File: config.mk
export PLATFORM = sky130hd
export DESIGN_NAME = slsr_cell
export DESIGN_NICKNAME = d
export VERILOG_FILES = /design/src/assert_macros.svh /design/src/slsr_pkg.sv /design/src/slsr_cell.sv
export SDC_FILE = /design/constraint.sdc
export NUM_CORES = 1
export LEC_CHECK = 0
export BUFFER_PORTS_ARGS = -buffer_cell sky130_fd_sc_hd__buf_2
export CORE_MARGIN = 4
export CORE_UTILIZATION = 40
export CTS_CLUSTER_DIAMETER = 80
export DETAILED_ROUTE_END_ITERATION = 16
export PLACE_DENSITY = 0.7
export SLEW_MARGIN = 0
export SYNTH_ARGS = -nofsm -noshare
export SYNTH_HDL_FRONTEND = slang
export SYNTH_SLANG_ARGS = --single-unit
File: constraint.sdc
create_clock -name clk -period 2.4 [get_ports clk]
set_clock_uncertainty 0.1 [all_clocks]
set_input_delay 0.24 -clock clk [delete_from_list [all_inputs] [get_ports clk]]
set_output_delay 0.24 -clock clk [all_outputs]
set_load 0.02 [all_outputs]
File: src/assert_macros.svh
// Assertion macros for the sorted list RTL
`ifndef ASSERT_MACROS_SVH
`define ASSERT_MACROS_SVH

// Check a condition at every clock edge outside reset
`define SLSR_ASSERT_ALWAYS(lbl, cond, msg) \
	lbl: assert property (@(posedge clk) disable iff (!arst_n) (cond)) else $error(msg);

// Check that a consequent holds in the cycle after its antecedent
`define SLSR_ASSERT_NEXT(lbl, ante, cons, msg) \
	lbl: assert property (@(posedge clk) disable iff (!arst_n) (ante) |=> (cons)) \
		else $error(msg);

`endif

File: src/slsr_pkg.sv
// Types and constants for the sorted list core
package slsr_pkg;

	localparam int CAPACITY    = 64;
	localparam int VALUE_WIDTH = 32;
	localparam int IDX_W       = $clog2(CAPACITY);
	localparam int CNT_W       = $clog2(CAPACITY + 1);
	localparam int OP_W        = 2;
	localparam int STATUS_W    = 2;

	localparam logic [OP_W-1:0] OP_INSERT = 2'd0;
	localparam logic [OP_W-1:0] OP_SEARCH = 2'd1;
	localparam logic [OP_W-1:0] OP_REMOVE = 2'd2;

	localparam logic [STATUS_W-1:0] STS_DONE   = 2'd0;
	localparam logic [STATUS_W-1:0] STS_ABSENT = 2'd1;
	localparam logic [STATUS_W-1:0] STS_FULL   = 2'd2;

	typedef logic signed [VALUE_WIDTH-1:0] value_t;

	typedef enum logic [1:0] {
		SEL_HOLD,
		SEL_LEFT,
		SEL_KEY,
		SEL_RIGHT
	} cell_sel_t;

	typedef struct packed {
		cell_sel_t sel;
		logic      occupied;
	} cell_ctrl_t;

	typedef enum logic [1:0] {
		ST_IDLE,
		ST_CMP,
		ST_UPD
	} state_t;

endpackage

File: src/slsr_cell.sv
// One cell of the sorted row: a stored value, its compare flags and its shift mux
module slsr_cell (
	input  logic                 clk,
	input  slsr_pkg::cell_ctrl_t ctrl,
	input  slsr_pkg::value_t     key,
	input  slsr_pkg::value_t     left_val,
	input  slsr_pkg::value_t     right_val,
	output slsr_pkg::value_t     val,
	output logic                 lt,
	output logic                 eq
);

	slsr_pkg::value_t val_q;
	logic             lt_q;
	logic             eq_q;

	// take a neighbour's value, the key, or hold
	always_ff @(posedge clk) begin
		case (ctrl.sel)
			slsr_pkg::SEL_LEFT:  val_q <= left_val;
			slsr_pkg::SEL_KEY:   val_q <= key;
			slsr_pkg::SEL_RIGHT: val_q <= right_val;
			default:             val_q <= val_q;
		endcase
	end

	// flags only mean something for occupied cells
	always_ff @(posedge clk) begin
		lt_q <= ctrl.occupied && (val_q < key);
		eq_q <= ctrl.occupied && (val_q == key);
	end

	assign val = val_q;
	assign lt  = lt_q;
	assign eq  = eq_q;

endmodule

==> results of run 1 <==
## sequential cells by signal, summed over array words and instances (netlist names)
signal / cells
val: 32
lt: 1
eq: 1
## cells by family after synthesis
| family | share of synthesized area (%) |
|---|---|
| flip-flops | 40.0 |
| multiplexers | 13.2 |
| buffers and inverters | 6.95 |
| adder cells (fa/ha/maj) | 16.0 |
| AND/OR/NAND/NOR | 10.4 |
| AO/OA/AOI/OAI | 13.5 |
## metal layers
metal  vias to the layer above  routed length, um  global-route usage, %
met5                         -                  0                      0
met4                         0                 62                   4.74
met3                         6                656                   5.68
met2                        88               3080                   29.5
met1                       984               2540                   20.0
li1                       1190                  -                      -
## worst max-delay path: stages, from the launching register on
cell      delay [ns]
edfxtp_1        0.40
ha_1            0.35
nand4_2         0.17
nor4_2          0.36
a22oi_1         0.14
a21oi_2         0.15
mux2i_1         0.18
## path summary, 6_finish.rpt
| kind | from | endpoint | depth (start not counted) |
|---|---|---|---|
| max reg2reg | val[14] | lt | 6 |
| max | val[14] | lt | 6 |
| min | ctrl[0] | eq | 3 |
| min reg2reg | val[31] | lt | 3 |
## cell usage after synthesis
| master | instances |
|---|---|
| nand4_1 | 5 |
| nand3b_1 | 1 |
| a2111oi_4 | 1 |
| a21oi_2 | 2 |
| dfxtp_1 | 2 |
| buf_1 | 1 |
| nand3_1 | 3 |
| nand2b_1 | 1 |
| nand4_2 | 1 |
| o21ai_0 | 4 |
| o21ai_1 | 1 |
| inv_1 | 34 |
| o21a_1 | 2 |
| nand2_1 | 8 |
| ha_1 | 32 |
| a21o_1 | 2 |
| or2_2 | 1 |
| clkbuf_1 | 6 |
| buf_2 | 4 |
| edfxtp_1 | 32 |
| a22oi_1 | 1 |
| nor4_2 | 1 |
| nor3_1 | 1 |
| nor4_1 | 1 |
| mux2i_1 | 33 |
| nor2_1 | 34 |
| a21oi_1 | 46 |
## where the power goes
group / switching [mW] / total (mW) / internal, mW / leakage, nW
Clock: 0.209 / 0.409 / 0.200 / 0.0426
Sequential: 0.0350 / 0.765 / 0.730 / 0.339
Combinational: 0.321 / 0.567 / 0.246 / 1.37
## cell type report
type	count	area [um2]	share of cell area, %
multi-input combinational	181	1330	39.7
sequential	34	1000	29.9
timing repair buffer	138	716	21.4
inverter	34	128	3.81
tap	75	93.8	2.80
clock buffer	6	72.6	2.17
clock inverter	2	8.76	0.262
## metrics by stage
step | instances | area [um2] | setup WS (ns)
floorplan | 260 | 2500 | 0.527
global placement | 462 | 3270 | 0.467
detailed placement | 462 | 3270 | 0.437
CTS | 470 | 3350 | 0.421
global route | 470 | 3350 | 0.339
finish | 470 | 3350 | 0.473
==> results.cfg, run 1 <==
[run_status]
status = finished clean

[clocking]
postCtsSetupBuffers = 0
ctsHtreeMaxLevel = 2
cts_buffers = 5
tritoncts = yes
cts_root_buf = clkbuf_8
postCtsHoldBufs = 0
cts_buffer_depth = 2
post_cts_resized = 0
worstSkewPairLatency_ns = 0.28
cts.sink_count = 34
clk_pin_slew_ns = 0.07

[cells_and_area]
nNetsFinal = 526
final_cell_mix = 133 x buf_2, 46 x a21oi_1, 34 x inv_1, 34 x nor2_1, 33 x mux2i_1
num-fill-cells = 581
syn_to_final_growth_pct = 33.7
final_common_cell = buf_2
antenna_cells = 0
fin_util_pct = 55.9
drive_above_1_share_pct = 38.0

[worst_setup_path]
worstSetupEndpointType = register
ff2ff_setup_slack_ns = 0.47
path_class = register to register
crit_path_start_kind = register
cp_max_fo = 3
worstPathRequired_ns = 2.51
crit_arrival_ns = 2.04

[grt]
grt_pass1_vias = 2274
grt.total_usage_pct = 17.0
antenna_found_initial = 0
grt_max_degree = 27
overflow = 0
grt_pass1_wl_um = 10100

[logic_synthesis]
syn-num-nets = 392
syn_area_per_cell_um2 = 9.63
synth_top_area_cell = edfxtp_1
mappedNetlistArea_um2 = 2500
synth_cells = 260
ys_ff_latch = 34
synth_top_cells_by_area = edfxtp_1 38%, ha_1 16%, mux2i_1 13%
yosysSeqAreaShare_pct = 40.0
yosys.area.top_type_share_pct = 38.4
yosysWarnings = 0
ys_types = 27

[drt]
viasPerCell = 4.83
drtPass1Iterations = 4
wire_per_inst_um = 13.5
drt_first_iter_violations = 49
drc = 0
drtAntennaViolNets = 0
wl_um = 6340
via_count = 2268

[floorplan]
die_h_um = 87.1
rows = 28
fp.dieW_um = 87.1
initial_utilization_pct = 41.8
io_pins = 134
dieArea_um2 = 7590
core_um2 = 5990

[sta]
tns_ns = 0
worstMarginPinSlew_ns = 0.470
hold-worst-slack_ns = 0.148
setup_viol = 0
hold_viol_final = 0
drv_slew = 0
rsz0062_at_grt = no
fin_crit_sh_pct = 80.3
max_freq_ghz = 0.519
slew_headroom_pct = 68.7
finalCriticalPeriod_ns = 1.93

[place]
portBuffers = 133
globalplace.congestion = 0.750
dpl.hpwl_um = 5300

[power_and_ir_drop]
power-per-cell-area_nw_per_um2 = 520
cellLeakagePower_nw = 1.75
ir_worst_vdd_uv = 294
fin_total_pwr_mw = 1.74

[worst_hold_path]
hold_path.class = input port to register

[run]
drv_cap = 0
Power figures use the tool's default switching activity.
==> run 2: changes to the inputs <==
- clock period: 2.4 -> 1.9 ns (I/O delays scaled with it)
==> results.cfg, run 2 (same netlist as run 1, synthesis figures left out) <==
[run_status]
status = finished clean

[place]
dpl.hpwl_um = 5390
portBuffers = 133
post-place-cells = 465
placed_area_um2 = 3280
globalplace.congestion = 0.778

[clocking]
clk_pin_slew_ns = 0.07
cts.sink_count = 34
ctsHtreeMaxLevel = 2
cts_root_buf = clkbuf_8
cts_buffer_depth = 2
worstSkewPairLatency_ns = 0.29
cts_buffers = 5
tritoncts = yes
postCtsHoldBufs = 0

[worst_setup_path]
crit_path_start_kind = register
r2r-start = val[11]
ff2ff_setup_slack_ns = 0.07
ff2ff_path_depth = 6
r2r-end = lt
worstSetupEndpointType = register
worstPathRequired_ns = 1.96
crit_end = lt
cp-startpoint = val[11]
cp_max_fo = 3
crit_arrival_ns = 1.89
path_class = register to register

[power_and_ir_drop]
fin_total_pwr_mw = 2.29
clkPwrFrac_pct = 24.1
ir_worst_vdd_uv = 404
cellLeakagePower_nw = 1.78
intPower_mw = 1.55
p_switching_mw = 0.735
pwr-share-comb_pct = 33.5
power-per-cell-area_nw_per_um2 = 660
power_frac_seq_pct = 42.4
swShare_pct = 32.1

[floorplan]
io_pins = 134
rows = 28
initial_utilization_pct = 41.8
dieArea_um2 = 7590
fp.dieW_um = 87.1
die_h_um = 87.1
core_um2 = 5990

[drt]
drtPass1Iterations = 4
wire_per_inst_um = 13.6
wl_um = 6450
drc = 0
drtAntennaViolNets = 0
drt_first_iter_violations = 34
via_count = 2284
viasPerCell = 4.82

[cells_and_area]
fin_cells = 474
final_cell_area_um2 = 3460
final_common_cell = buf_2
syn_to_final_growth_pct = 38.4
nNetsFinal = 530
fin_util_pct = 57.8
antenna_cells = 0
largest_reg_flops = 32
drive_above_1_share_pct = 40.6
final_cell_mix = 133 x buf_2, 46 x a21oi_1, 34 x inv_1

[sta]
slew_headroom_pct = 78.8
max_freq_ghz = 0.548
drv_slew = 0
fin_crit_sh_pct = 96.1
hold_viol_final = 0
worstMarginPinSlew_ns = 0.318
finalCriticalPeriod_ns = 1.83
rsz0062_at_grt = yes
setup_viol = 0

[grt]
use_met3_pct = 5.39
grt_pass1_vias = 2229
met2_usage_pct = 29.3
top_usage_layer = met2
overflow = 0
antenna_found_initial = 0
grt_max_degree = 31
grt.total_usage_pct = 16.6
groute.layer.met1.usage_pct = 19.4
grt_pass1_wl_um = 9930

[run]
drv_cap = 0

[worst_hold_path]
hold_start = ctrl[0]
hold_path.class = input port to register
## run 2: changes by cell type in the layout (fill, tap and decap cells not counted), sizes merged
cell	previous run	this run
buf	138	142
clkbuf	6	7
clkinv	2	1
## run 2: worst min-delay path by stage
stage / end / slack, ns / cells past startpoint
floorplan: eq / 0.23 / 2
global placement: eq / 0.40 / 3
detailed placement: eq / 0.40 / 3
CTS: eq / 0.1 / 3
global route: lt / 0.11 / 3
finish: eq / 0.11 / 3
## run 2: cell type report
type	count	area [um2]
clock buffer	7	86.3
clock inverter	1	5.00
fill	564	2530
multi-input combinational	181	1420
timing repair buffer	142	733
sequential	34	1000
inverter	34	128
tap	75	93.8
## run 2: power by group through the flow
stage,Sequential [mW],Combinational [mW],Clock [mW]
6_report,0.969,0.766,0.552
5_1_grt,0.980,0.858,0.597
3_5_place_dp,0.981,0.735,0
2_1_floorplan,1.09,0.335,0
3_3_place_gp,0.974,0.723,0
4_1_cts,0.965,0.740,0.572
## run 2: per-stage QoR
stage	setup WS [ns]	hold slack (ns)	setup TNS, ns
floorplan	0.0271	0.233	0
global placement	-0.000956	0.397	-0.000956
detailed placement	0.0199	0.401	0
CTS	0.00894	0.0987	0
global route	-0.0233	0.109	-0.0233
finish	0.0749	0.109	0
## run 2: critical path, stage by stage (launching register included)
cell       delay [ns]
edfxtp_1         0.41
ha_1             0.33
a21oi_1          0.21
a21oi_2          0.10
a2111oi_4        0.34
a21oi_2          0.10
mux2i_1          0.12
## run 2: routing by layer
| layer | routed length (um) | part of all wire [%] |
|---|---|---|
| met5 | 0 | 0 |
| met2 | 3150 | 49 |
| met4 | 73 | 1.1 |
| met1 | 2610 | 40 |
| met3 | 620 | 9.6 |
## run 2: repair_timing
item                       CTS  global route
resized for setup            1             8
setup buffers                0             1
setup endpoints to repair    1             2
gates cloned                 0             0
pin swaps                    0             4
